<file path="config.mk">
export PLATFORM = sky130hd
export DESIGN_NAME = integer_to_radix_symbols_core
export DESIGN_NICKNAME = d
export VERILOG_FILES = /design/src/rtl/itrs_pkg.sv /design/src/rtl/integer_to_radix_symbols_core.sv
export SDC_FILE = /design/constraint.sdc
export NUM_CORES = 1
export LEC_CHECK = 0
export BUFFER_PORTS_ARGS = -buffer_cell sky130_fd_sc_hd__buf_2
export CAP_MARGIN = 20
export CORE_MARGIN = 2
export CORE_UTILIZATION = 45
export DETAILED_ROUTE_END_ITERATION = 8
export PLACE_DENSITY = 0.66
export SKIP_LAST_GASP = 1
export SLEW_MARGIN = 30
export SYNTH_ARGS = -nofsm -noshare
export SYNTH_HDL_FRONTEND = slang
export SYNTH_SLANG_ARGS = --single-unit
</file>
<file path="constraint.sdc">
create_clock -name i_clk -period 19.22 [get_ports i_clk]
set_input_delay 3.844 -clock i_clk [delete_from_list [all_inputs] [get_ports i_clk]]
set_output_delay 3.844 -clock i_clk [all_outputs]
set_load 0.03 [all_outputs]
</file>
<file path="src/rtl/itrs_pkg.sv">
// ----------------------------------------------------------------------------
// itrs_pkg
// Shared types, constants and the symbol table lookup for the radix converter.
// ----------------------------------------------------------------------------
`timescale 1ns / 1ps
`default_nettype none

package itrs_pkg;

    localparam int MAX_SYMBOLS = 16;

    localparam logic [7:0] SYM_PLUS  = 8'h2B;
    localparam logic [7:0] SYM_MINUS = 8'h2D;

    localparam int CFG_DATA_W  = 64;
    localparam int CFG_INDEX_W = 2;

    typedef enum logic [CFG_INDEX_W-1:0] {
        CFG_SYMBOL_COUNT = 2'd0,
        CFG_SYMBOLS_LOW  = 2'd1,
        CFG_SYMBOLS_HIGH = 2'd2,
        CFG_UNUSED       = 2'd3
    } t_cfg_index;

    typedef enum logic [1:0] {
        ST_IDLE   = 2'd0,
        ST_CHECK  = 2'd1,
        ST_DIVIDE = 2'd2,
        ST_EMIT   = 2'd3
    } t_state;

    // Pick symbol idx out of the two packed table words.
    function automatic logic [7:0] itrs_sym(input logic [63:0] lo,
                                            input logic [63:0] hi,
                                            input logic [3:0]  idx);
        logic [63:0] w;
        w = idx[3] ? hi : lo;
        return w[{idx[2:0], 3'b000} +: 8];
    endfunction

endpackage

`default_nettype wire

</file>
<file path="src/rtl/integer_to_radix_symbols_core.sv">
// ----------------------------------------------------------------------------
// integer_to_radix_symbols_core
// Signed 32-bit integer to text in a configurable radix, one symbol per beat.
// ----------------------------------------------------------------------------
// A number is taken as one input beat and comes out as a run of symbol beats,
// most significant digit first, with a leading '-' for negative values and
// o_last set on the final digit. The radix is the symbol count register, and
// the digits are taken from the sixteen-entry symbol table. An unusable base
// (fewer than two symbols, more than sixteen, a symbol that is zero, '+' or
// '-', or a repeated symbol) makes the block drop the number without output.
// The block works on one number at a time and holds o_stall high meanwhile.
// After the number is taken, the base check walks one table entry per cycle,
// the shared divider retires eight quotient bits per cycle to find each
// digit, and the digit buffer then drains one symbol per cycle while the
// output is not stalled, after the minus sign when there is one.
`timescale 1ns / 1ps
`default_nettype none

module integer_to_radix_symbols_core (
    input  wire                                i_clk,
    input  wire                                i_rst_n,
    // Configuration write port.
    input  wire                                i_cfg_we,
    input  wire [itrs_pkg::CFG_INDEX_W-1:0]    i_cfg_index,
    input  wire [itrs_pkg::CFG_DATA_W-1:0]     i_cfg_data,
    // Number input channel.
    input  wire                                i_valid,
    output logic                               o_stall,
    input  wire signed [31:0]                  i_number,
    // Symbol output channel.
    output logic                               o_valid,
    input  wire                                i_stall,
    output logic [7:0]                         o_symbol,
    output logic                               o_last
);

    import itrs_pkg::*;

    // Configuration registers.
    logic [4:0]  r_symbol_count;
    logic [63:0] r_symbols_low;
    logic [63:0] r_symbols_high;

    // Sequencer and datapath registers.
    t_state      r_state, n_state;
    logic        r_neg, n_neg;          // a minus sign is still to be sent
    logic [3:0]  r_idx, n_idx;          // table entry under check
    logic [31:0] r_quot, n_quot;        // dividend, becomes the quotient
    logic [4:0]  r_rem, n_rem;          // partial remainder
    logic [1:0]  r_chunk, n_chunk;      // which byte of the dividend is in work
    logic [5:0]  r_nd, n_nd;            // digits found so far
    logic [4:0]  r_ptr, n_ptr;          // digit being sent
    logic [3:0]  r_dig [32];            // digit values, least significant first
    logic        n_dig_we;

    // Output register.
    logic        r_o_valid, n_o_valid;
    logic [7:0]  r_o_symbol, n_o_symbol;
    logic        r_o_last, n_o_last;

    logic        in_beat;
    logic        out_load;
    logic [7:0]  check_sym;
    logic        check_bad;
    logic        count_bad;
    logic [4:0]  step_rem;
    logic [31:0] step_quot;

    assign o_stall  = (r_state != ST_IDLE);
    assign in_beat  = i_valid && !o_stall;
    assign out_load = !r_o_valid || !i_stall;

    assign o_valid  = r_o_valid;
    assign o_symbol = r_o_symbol;
    assign o_last   = r_o_last;

    // Base check: one table entry against the forbidden bytes and against
    // every later entry in use, all combinationally.
    assign count_bad = (r_symbol_count < 5'd2) || (r_symbol_count > 5'(MAX_SYMBOLS));
    assign check_sym = itrs_sym(r_symbols_low, r_symbols_high, r_idx);

    always_comb begin : base_check
        logic bad;
        bad = (check_sym == 8'h00) || (check_sym == SYM_PLUS) || (check_sym == SYM_MINUS);
        for (int b = 0; b < MAX_SYMBOLS; b++) begin
            if ((4'(b) > r_idx) && (5'(b) < r_symbol_count) &&
                (itrs_sym(r_symbols_low, r_symbols_high, 4'(b)) == check_sym)) begin
                bad = 1'b1;
            end
        end
        check_bad = bad;
    end

    // Shared divider: eight restoring steps by the radix per cycle.
    always_comb begin : div_step
        logic [4:0]  rem;
        logic [31:0] q;
        rem = r_rem;
        q   = r_quot;
        for (int j = 0; j < 8; j++) begin
            rem = {rem[3:0], q[31]};
            q   = {q[30:0], (rem >= r_symbol_count)};
            if (q[0]) begin
                rem = rem - r_symbol_count;
            end
        end
        step_rem  = rem;
        step_quot = q;
    end

    // Next state and datapath control.
    always_comb begin
        n_state    = r_state;
        n_neg      = r_neg;
        n_idx      = r_idx;
        n_quot     = r_quot;
        n_rem      = r_rem;
        n_chunk    = r_chunk;
        n_nd       = r_nd;
        n_ptr      = r_ptr;
        n_dig_we   = 1'b0;
        n_o_valid  = r_o_valid && i_stall;
        n_o_symbol = r_o_symbol;
        n_o_last   = r_o_last;

        case (r_state)
            ST_IDLE: begin
                if (in_beat) begin
                    n_neg   = i_number[31];
                    n_quot  = i_number[31] ? (32'd0 - $unsigned(i_number))
                                           : $unsigned(i_number);
                    n_idx   = 4'd0;
                    n_state = ST_CHECK;
                end
            end
            ST_CHECK: begin
                if (count_bad || check_bad) begin
                    n_state = ST_IDLE;
                end else if ({1'b0, r_idx} == (r_symbol_count - 5'd1)) begin
                    n_rem   = 5'd0;
                    n_chunk = 2'd0;
                    n_nd    = 6'd0;
                    n_state = ST_DIVIDE;
                end else begin
                    n_idx = r_idx + 4'd1;
                end
            end
            ST_DIVIDE: begin
                n_quot  = step_quot;
                n_rem   = step_rem;
                n_chunk = r_chunk + 2'd1;
                if (r_chunk == 2'd3) begin
                    // The quotient is complete and the remainder is a digit.
                    n_dig_we = 1'b1;
                    n_nd     = r_nd + 6'd1;
                    n_rem    = 5'd0;
                    if ((step_quot == 32'd0) || (r_nd == 6'd31)) begin
                        n_ptr   = r_nd[4:0];
                        n_state = ST_EMIT;
                    end
                end
            end
            ST_EMIT: begin
                if (out_load) begin
                    n_o_valid = 1'b1;
                    if (r_neg) begin
                        n_neg      = 1'b0;
                        n_o_symbol = SYM_MINUS;
                        n_o_last   = 1'b0;
                    end else begin
                        n_o_symbol = itrs_sym(r_symbols_low, r_symbols_high, r_dig[r_ptr]);
                        n_o_last   = (r_ptr == 5'd0);
                        if (r_ptr == 5'd0) begin
                            n_state = ST_IDLE;
                        end else begin
                            n_ptr = r_ptr - 5'd1;
                        end
                    end
                end
            end
            default: begin
                n_state = ST_IDLE;
            end
        endcase
    end

    // Configuration registers; a write to the unused index is dropped.
    always_ff @(posedge i_clk) begin
        if (!i_rst_n) begin
            r_symbol_count <= 5'd0;
            r_symbols_low  <= 64'd0;
            r_symbols_high <= 64'd0;
        end else if (i_cfg_we) begin
            case (t_cfg_index'(i_cfg_index))
                CFG_SYMBOL_COUNT: r_symbol_count <= i_cfg_data[4:0];
                CFG_SYMBOLS_LOW:  r_symbols_low  <= i_cfg_data;
                CFG_SYMBOLS_HIGH: r_symbols_high <= i_cfg_data;
                default: begin
                end
            endcase
        end
    end

    // State register and the output beat valid.
    always_ff @(posedge i_clk) begin
        if (!i_rst_n) begin
            r_state   <= ST_IDLE;
            r_o_valid <= 1'b0;
        end else begin
            r_state   <= n_state;
            r_o_valid <= n_o_valid;
        end
    end

    // Datapath registers need no reset.
    always_ff @(posedge i_clk) begin
        r_neg      <= n_neg;
        r_idx      <= n_idx;
        r_quot     <= n_quot;
        r_rem      <= n_rem;
        r_chunk    <= n_chunk;
        r_nd       <= n_nd;
        r_ptr      <= n_ptr;
        r_o_symbol <= n_o_symbol;
        r_o_last   <= n_o_last;
    end

    // Digit buffer.
    always_ff @(posedge i_clk) begin
        if (n_dig_we) begin
            r_dig[r_nd[4:0]] <= step_rem[3:0];
        end
    end

endmodule

`default_nettype wire

</file>
==> impl.org, run 1 <==
** Outcome
- Result of the run :: completed

** Setup path
- The cell that appears most often on the critical path is o21ai_0.
- Critical Path Sink Type :: flop
- Required time worst endpoint :: 19460 ps
- Max incr delay on CP :: 830 ps
- Reg-to-Reg Start :: r_symbol_count[1]
- WP data arrival :: between 15000 and 20000 ps
- Start point of the critical path :: r_symbol_count[1]
- For this design, the slowest cell found on the critical path is dfxtp_1.
- Maximum fanout along the worst path :: 16
- By startpoint and endpoint, the worst setup path is classified as flop to flop.
- Setup crit start kind :: flop

** Drt
- The routed design has slightly below 60000 um of wire.
- Iteration count of the initial detailed-routing pass :: 5
- Vias after detailed routing :: approximately 15k
- In this run, the number of DRC markers left after iteration 0 of detailed routing was about 1.4k.
- Number of DRC violations after detailed routing :: 0
- Number of vias per cell :: between 5 and 6
- Count of antenna-violating nets left after detailed routing :: 0
- Dividing the detail-routed wire length by the instance count gives 21.8 um.

** Finish
- The area growth from synthesis to layout is 10.4%.
- Commonest cells after routing, fill and taps aside :: nand2_1, edfxtp_1, dfxtp_1, a21boi_0, buf_2
- Of the cells placed in the final design, the portion with a size suffix greater than 1 is 0.153.
- Design area :: 22100 um2
- For this run, the post-layout net count is ~2.2k.
- Most frequent standard cell in the layout excluding fill and tap cells :: nand2_1

** Clock network
- Sink Count :: 332
- No sink is reached through more buffers than the 3 on the longest clock path.
- Number of CTS-inserted buffers :: 37
- In this run the number of H-tree levels came out at 2.
- Root buffer selected by CTS :: clkbuf_16
- Buffers inserted to repair hold after CTS numbered 0.
- Number of resized instances in the post-cts repair step :: 0
- TritonCTS clock tree :: built
- Skew-Pair Late Insertion Delay :: ~570 ps
- In this run the post-CTS setup repair buffer count came out at 0.
- Register clock-pin slew on the reported worst setup and hold paths :: ~60 ps

** GRT
- The via count of the first global-routing pass was about 15k.
- In the global route stage, overall resource usage came out at 0.248.
- The first global-routing pass estimated ~89000 um of wire.
- Largest net degree at the start of global routing :: 75
- For this run the aggregate overflow at the end of global routing stands at 0.
- Number of antenna violations at the first check in global routing :: 5

** Hold path
- Worst hold-check path type :: flop to flop
- The worst hold path begins at r_symbols_low[2].

** Logic synthesis
- After synthesis, the share of cell area in mux cells is 0.126.
- Number of synthesized flops with an enable pin :: between 150 and 200
- A synthesized cell averages 10.1 um2.
- After synthesis the netlist holds a flip-flop and latch count of 332.
- Of the total synthesized cell area, the portion taken by XOR and XNOR cells is 0.0731.
- By area the synthesized netlist is led by edfxtp_1, dfxtp_1, nand2_1.
- After synthesis, the largest family of logic cells by area is simple AND/OR/NAND/NOR gates.
- Netlist cell types :: around 80
- Among all flip-flop cells after synthesis, the most frequent one is edfxtp_1.
- Post-Syn Instances :: 1976
- Of the total synthesized cell area, the portion taken by AND, OR, NAND and NOR gates is 0.147.
- The synthesized design spends more area on one cell type than any other, namely edfxtp_1.
- Of the post-synthesis cell area, the dominant cell type holds 0.287.
- Syn Std Cell Area :: approximately 20000 um2
- Counting flops with an async set or reset pin after synthesis yields a share of 0.
- Compound-gate portion of the synthesized area :: 0.141
- Of the total synthesized cell area, the portion taken by full adders, half adders and majority gates is 0.0418.
- Post-Syn Nets :: ~2.1k
- Of the synthesized area, sequential elements account for 0.428.
- YS warnings :: 0

** Die
- Number of ports placed on the die boundary :: 114
- Horizontal extent of the die :: between 200 and 250 um
- The floorplan has between 70 and 80 rows.
- Vertical die dimension :: approximately 210 um
- In this run the standard cell core region covers ~44000 um2.
- For this configuration, the core starts out at a cell density of 0.454.
- The floorplan step defined a die boundary enclosing 46100 um2.

** Placed design
- Post-placement worst setup slack :: ~2600 ps
- Placed standard-cell area :: around 21000 um2
- Port Buf Inserts :: about 110
- After legalization and detailed placement, the total HPWL measured around 40000 um.
- Global placer's final weighted congestion :: 0.981

** Timing
- The max-slew violation count was 0.
- The worst path needs 16650 ps of the cycle, external delays included.
- Setup total negative slack :: 0 ps
- Setup repair after global routing left no endpoint under its margin.
- Final-report setup violation count :: 0
- At the pin with the least slew margin, the transition time is around 980 ps.
- On the final layout, the worst hold slack is about 490 ps.
- Period utilisation layout :: 0.866
- Maximum clock rate :: around 0.060 GHz
- Across the routed clock network, the largest skew measured is roughly 26 ps.
- Relative slew slack :: 0.346
- Final WS setup :: about 2600 ps
- Final hold violation count :: 0

** Pwr
- For this design the static power due to leakage is 7.88 nW.
- Power Dens Cells :: around 160 nW/um2
- Highest ir drop seen on vdd :: about 0.00058 V

** Run
- Across the run, the number of max-cap violations was 0.
-- per-stage QoR --
step,instances,utilization,power (mW)
after detailed placement,2571,0.473,2.85
after CTS,2639,0.502,3.59
after global routing,2640,0.502,3.77
after floorplan,1976,-,2.35
after global placement,2571,0.473,2.77
final,2640,0.502,3.57
-- worst max-delay path: cells and delay by family, from the launching register on --
| kind | cells | cell delay [ps] |
|---|---|---|
| adder cells (fa/ha/maj) | 8 | 2570 |
| buffers and inverters | 8 | 1340 |
| flip-flops | 1 | 830 |
| AND/OR/NAND/NOR | 17 | 2960 |
| AO/OA/AOI/OAI | 37 | 8630 |
-- layout make-up --
cell class / instances / area [um2]
fill: 4027 / 21900
multi-input combinational: 1463 / 10600
sequential: 332 / 8560
clock buffer: 47 / 983
timing repair buffer: 137 / 746
tap: 592 / 741
clock inverter: 21 / 268
inverter: 47 / 176
antenna: 1 / 2.50
-- path summary, 6_finish.rpt --
kind	cells after the start	endpoint	slack, ps
min	2	r_symbols_low[2]	490
min reg2reg	2	r_symbols_low[2]	490
max	70	r_ptr[3]	2570
max reg2reg	70	r_ptr[3]	2570
-- sequential cells by signal, indices dropped and copies added, names as in the netlist, 2 cells and up, named ones only --
name and cells:
r_dig 128, r_symbols_high 64, r_symbols_low 64, r_quot 32
o_symbol 8, r_nd 6, r_ptr 5, r_symbol_count 5
r_idx 4, r_rem 4, r_chunk 2
-- power by group --
| part | internal, mW | switching [mW] |
|---|---|---|
| Combinational | 0.390 | 1.00 |
| Sequential | 1.43 | 0.0240 |
| Clock | 0.424 | 0.307 |
-- metal layers --
layer  GRT usage  share of wire
met4      0.0938          0.038
met2       0.408           0.47
met5           0        0.00087
met1       0.326           0.42
met3      0.0453          0.063
-- synth_stat cells, types with 8 or more instances --
cell and number:
o21ai_1 8, o31ai_1 10, fa_1 8, inv_1 44, mux2_2 27, nor2b_1 48, nor3_1 18, a21oi_1 59
mux4_2 57, o21ai_0 82, buf_6 9, nand3b_1 10, dfxtp_1 141, a21boi_0 131, a31oi_1 12, nand3_1 22
a21o_1 12, buf_2 15, clkbuf_1 83, xnor2_1 70, mux2i_1 79, buf_4 12, nand2_1 355, nor4_1 23
nor2_1 93, edfxtp_1 191, nand4_1 17, nor3b_1 8, ha_1 54, o22ai_1 15, a211oi_1 42, buf_1 10
xor2_1 97, nand2b_1 11, or3_1 8
-- logic make-up after synthesis --
group                      after synthesis
xor gates and xnor gates               167
adders and majority gates               62
buffers and inverters                  181
DFF                                    332
and+or+nand+nor                        645
AOI/OAI and AO/OA                      417
muxes                                  172
No activity file was read; power rests on OpenSTA's default activity.
==> run 2: changes to the inputs <==
--- a/config.mk
+++ b/config.mk
@@ -7,7 +7,7 @@
 export LEC_CHECK = 0
 export BUFFER_PORTS_ARGS = -buffer_cell sky130_fd_sc_hd__buf_2
 export CAP_MARGIN = 20
-export CORE_MARGIN = 2
+export CORE_MARGIN = 4
 export CORE_UTILIZATION = 45
 export DETAILED_ROUTE_END_ITERATION = 8
 export PLACE_DENSITY = 0.66
==> impl.org, run 2 (synthesis results as in run 1) <==
** Drt
- The routed layout has about 15k vias.
- The first routing iteration left about 1.3k violations.
- Count of antenna-violating nets left after detailed routing :: 0
- For this run, design rule violations remaining after detail routing come to 0.
- Total wirelength of the detailed-routed design :: about 57000 um
- In the final routed layout, each cell accounts on average for 21.7 um.
- Number of vias per cell :: around 5.8
- Iteration count of the initial detailed-routing pass :: 6

** Clock network
- The clock passes through at most 3 buffers.
- Number of hold-repair buffers added at the cts stage :: 0
- Number of CTS-inserted buffers :: 35
- The clock net in this run drives a total of ~330 sinks.
- TritonCTS built the clock tree.
- Clock-pin slew was measured on the worst setup and hold paths at ~60 ps.
- In this run the number of H-tree levels came out at 2.
- In this run the post-CTS setup repair buffer count came out at 0.
- After clock tree synthesis, the repair step resized 0 gates.
- At the later pin of the worst-skew pair, clock insertion delay measures 550 ps.
- Root buffer selected by CTS :: clkbuf_16

** Timing
- Final WS setup :: between 2000 and 3000 ps
- Hold is met by about 490 ps.
- Setup repair after global routing missed its margin :: false
- For the finished layout, the period the worst path requires is 16490 ps.
- The max-slew violation count is 0.
- Final-report setup violation count :: 0
- The worst pin sits at a relative slew slack of 0.298.
- Maximum clock rate :: 0.0606 GHz
- The clock arrives with approximately 12 ps of skew.
- Period utilisation layout :: 0.858
- For the pin with the worst max-slew slack, the measured transition is roughly 1100 ps.
- The number of hold violations in the final report was 0.
- Adding up every negative setup slack in the final design gives 0 ps.

** Setup path
- The worst register-to-register path begins at r_symbol_count[1].
- Reg2Reg Depth :: 70
- Library cell contributing the largest single delay on the critical path :: dfxtp_1
- Max incr delay on CP :: 830 ps
- By instance count, the cell type seen most on the critical path is o21ai_0.
- Maximum fanout along the worst path :: 16
- Start point of the critical path :: r_symbol_count[1]
- Across all register-to-register paths, the minimum setup slack is ~2700 ps.
- The critical path is of the flop to flop type.
- Worst setup path endpoint :: r_ptr[2]
- Setup crit start kind :: flop
- STA classifies the critical path endpoint as a flop.
- STA puts the critical path data arrival time at around 17000 ps.
- Critical R2R Capture :: r_ptr[2]
- For the worst setup path, the data required time is roughly 19000 ps.

** GRT
- For met1 alone, demand over resource in global routing was 0.311.
- In the global route stage, overall resource usage came out at 0.234.
- For met2 alone, demand over resource in global routing was 0.396.
- M3 GR Usage :: 0.0399
- The first global-routing pass estimated a little under 90000 um of wire.
- Busiest metal layer after global routing :: met2
- For this run the aggregate overflow at the end of global routing stands at 0.
- Number of antenna violations at the first check in global routing :: 5
- Number of global-route vias before repair :: ~15k
- Entering global routing, the biggest net connects 78 pins.

** Die
- The floorplan step defined a die boundary enclosing around 48000 um2.
- The die is between 200 and 250 um tall.
- The total area inside the core boundary comes to ~43000 um2.
- Initial core utilization :: 0.460
- The die is about 220 um wide.
- The floorplan has 76 rows.
- During I/O placement, the number of pins put on the boundary was between 100 and 150.

** Finish
- The net count of the finished layout is 2179.
- Fillcell total :: approximately 4k
- Share of final-layout standard cells stronger than drive strength 1 :: 0.153
- Commonest cells after routing, fill and taps aside :: nand2_1, edfxtp_1, dfxtp_1, a21boi_0, buf_2
- Compared with the post-synthesis result, the final layout area differs by 9.83%.
- Final Non-Filler Cells :: about 2.6k
- Largest register FFs :: between 100 and 150
- Area used by sequential logic in the layout :: 8560 um2
- Most frequent standard cell in the layout excluding fill and tap cells :: nand2_1
- Multi-input gate area in the final layout :: ~11000 um2

** Placed design
- At the end of routability-driven placement, the weighted congestion stood at between 0.9 and 1.
- Once detailed placement completed, the half-perimeter wirelength came to a little over 40000 um.
- The count of buffers added on input and output ports is between 100 and 150.
- Instance count after placement with tap cells included :: approximately 2.6k
- Timing analysis after detailed placement gives a worst setup slack of 2720 ps.

** Pwr
- Power Dens Cells :: approximately 160 nW/um2
- Pleak :: around 7.8 nW
- The worst-case IR drop observed on VDD is roughly 0.00068 V.

** Outcome
- The run finished with clean final reports.

** Hold path
- Worst hold-check path type :: flop to flop

** Run
- Max-cap violations in this run came to 0.
-- run 2: cell types whose count changed in the layout (fill, tap and decap cells not counted), sizes merged --
cell / change
clkinvlp: +1
diode: +1
clkinv: -3
buf: -2
bufinv: -2
-- run 2: area by class of cell --
type	count	area share
Multi-Input combinational cell	1463	0.483
Antenna cell	2	0.000228
Sequential cell	332	0.390
Clock inverter	17	0.00763
Inverter	47	0.00803
Tap cell	585	0.0333
Timing Repair Buffer	135	0.0333
Clock buffer	47	0.0447
-- run 2: where the power goes --
group / leakage (nW) / total, mW / internal (mW) / switching (mW)
Clock: 0.570 / 0.677 / 0.390 / 0.287
Sequential: 2.88 / 1.45 / 1.43 / 0.0241
Combinational: 4.38 / 1.36 / 0.390 / 0.972
Total: 7.83 / 3.49 / 2.21 / 1.28
-- run 2: metal layers --
layer | routed length, um | up-vias
met3 | 3550 | 107
met4 | 1810 | 4
li1 | - | 7187
met5 | 21 | -
met2 | 27500 | 502
met1 | 24100 | 7466
-- run 2: how the worst min path moves through the flow --
stage          depth (start not counted)          startpoint  slack [ps]                 end
5_1_grt                                2    r_symbols_low[3]         520    r_symbols_low[3]
3_3_place_gp                           2    r_symbols_low[3]         480    r_symbols_low[3]
3_5_place_dp                           2    r_symbols_low[7]         480    r_symbols_low[7]
4_1_cts                                2    r_symbols_low[7]         490    r_symbols_low[7]
2_1_floorplan                          2  r_symbols_high[12]         450  r_symbols_high[12]
6_report                               2    r_symbols_low[7]         490    r_symbols_low[7]
-- run 2: critical path, delay by kind of cell (launching register included) --
family / cells / cell delay, ps
AOI/OAI and AO/OA: 37 / 8560
adders and majority gates: 8 / 2540
buffers and inverters: 8 / 1360
DFF: 1 / 830
and+or+nand+nor: 17 / 2880
-- run 2: through the flow --
stage                     utilization  instance area (um2)  power [mW]
after global routing            0.505                22000        3.71
after detailed placement        0.479                20800        2.86
after global placement          0.478                20800        2.76
after CTS                       0.505                22000        3.54
final                           0.505                22000        3.49
after floorplan                     -                20000        2.35
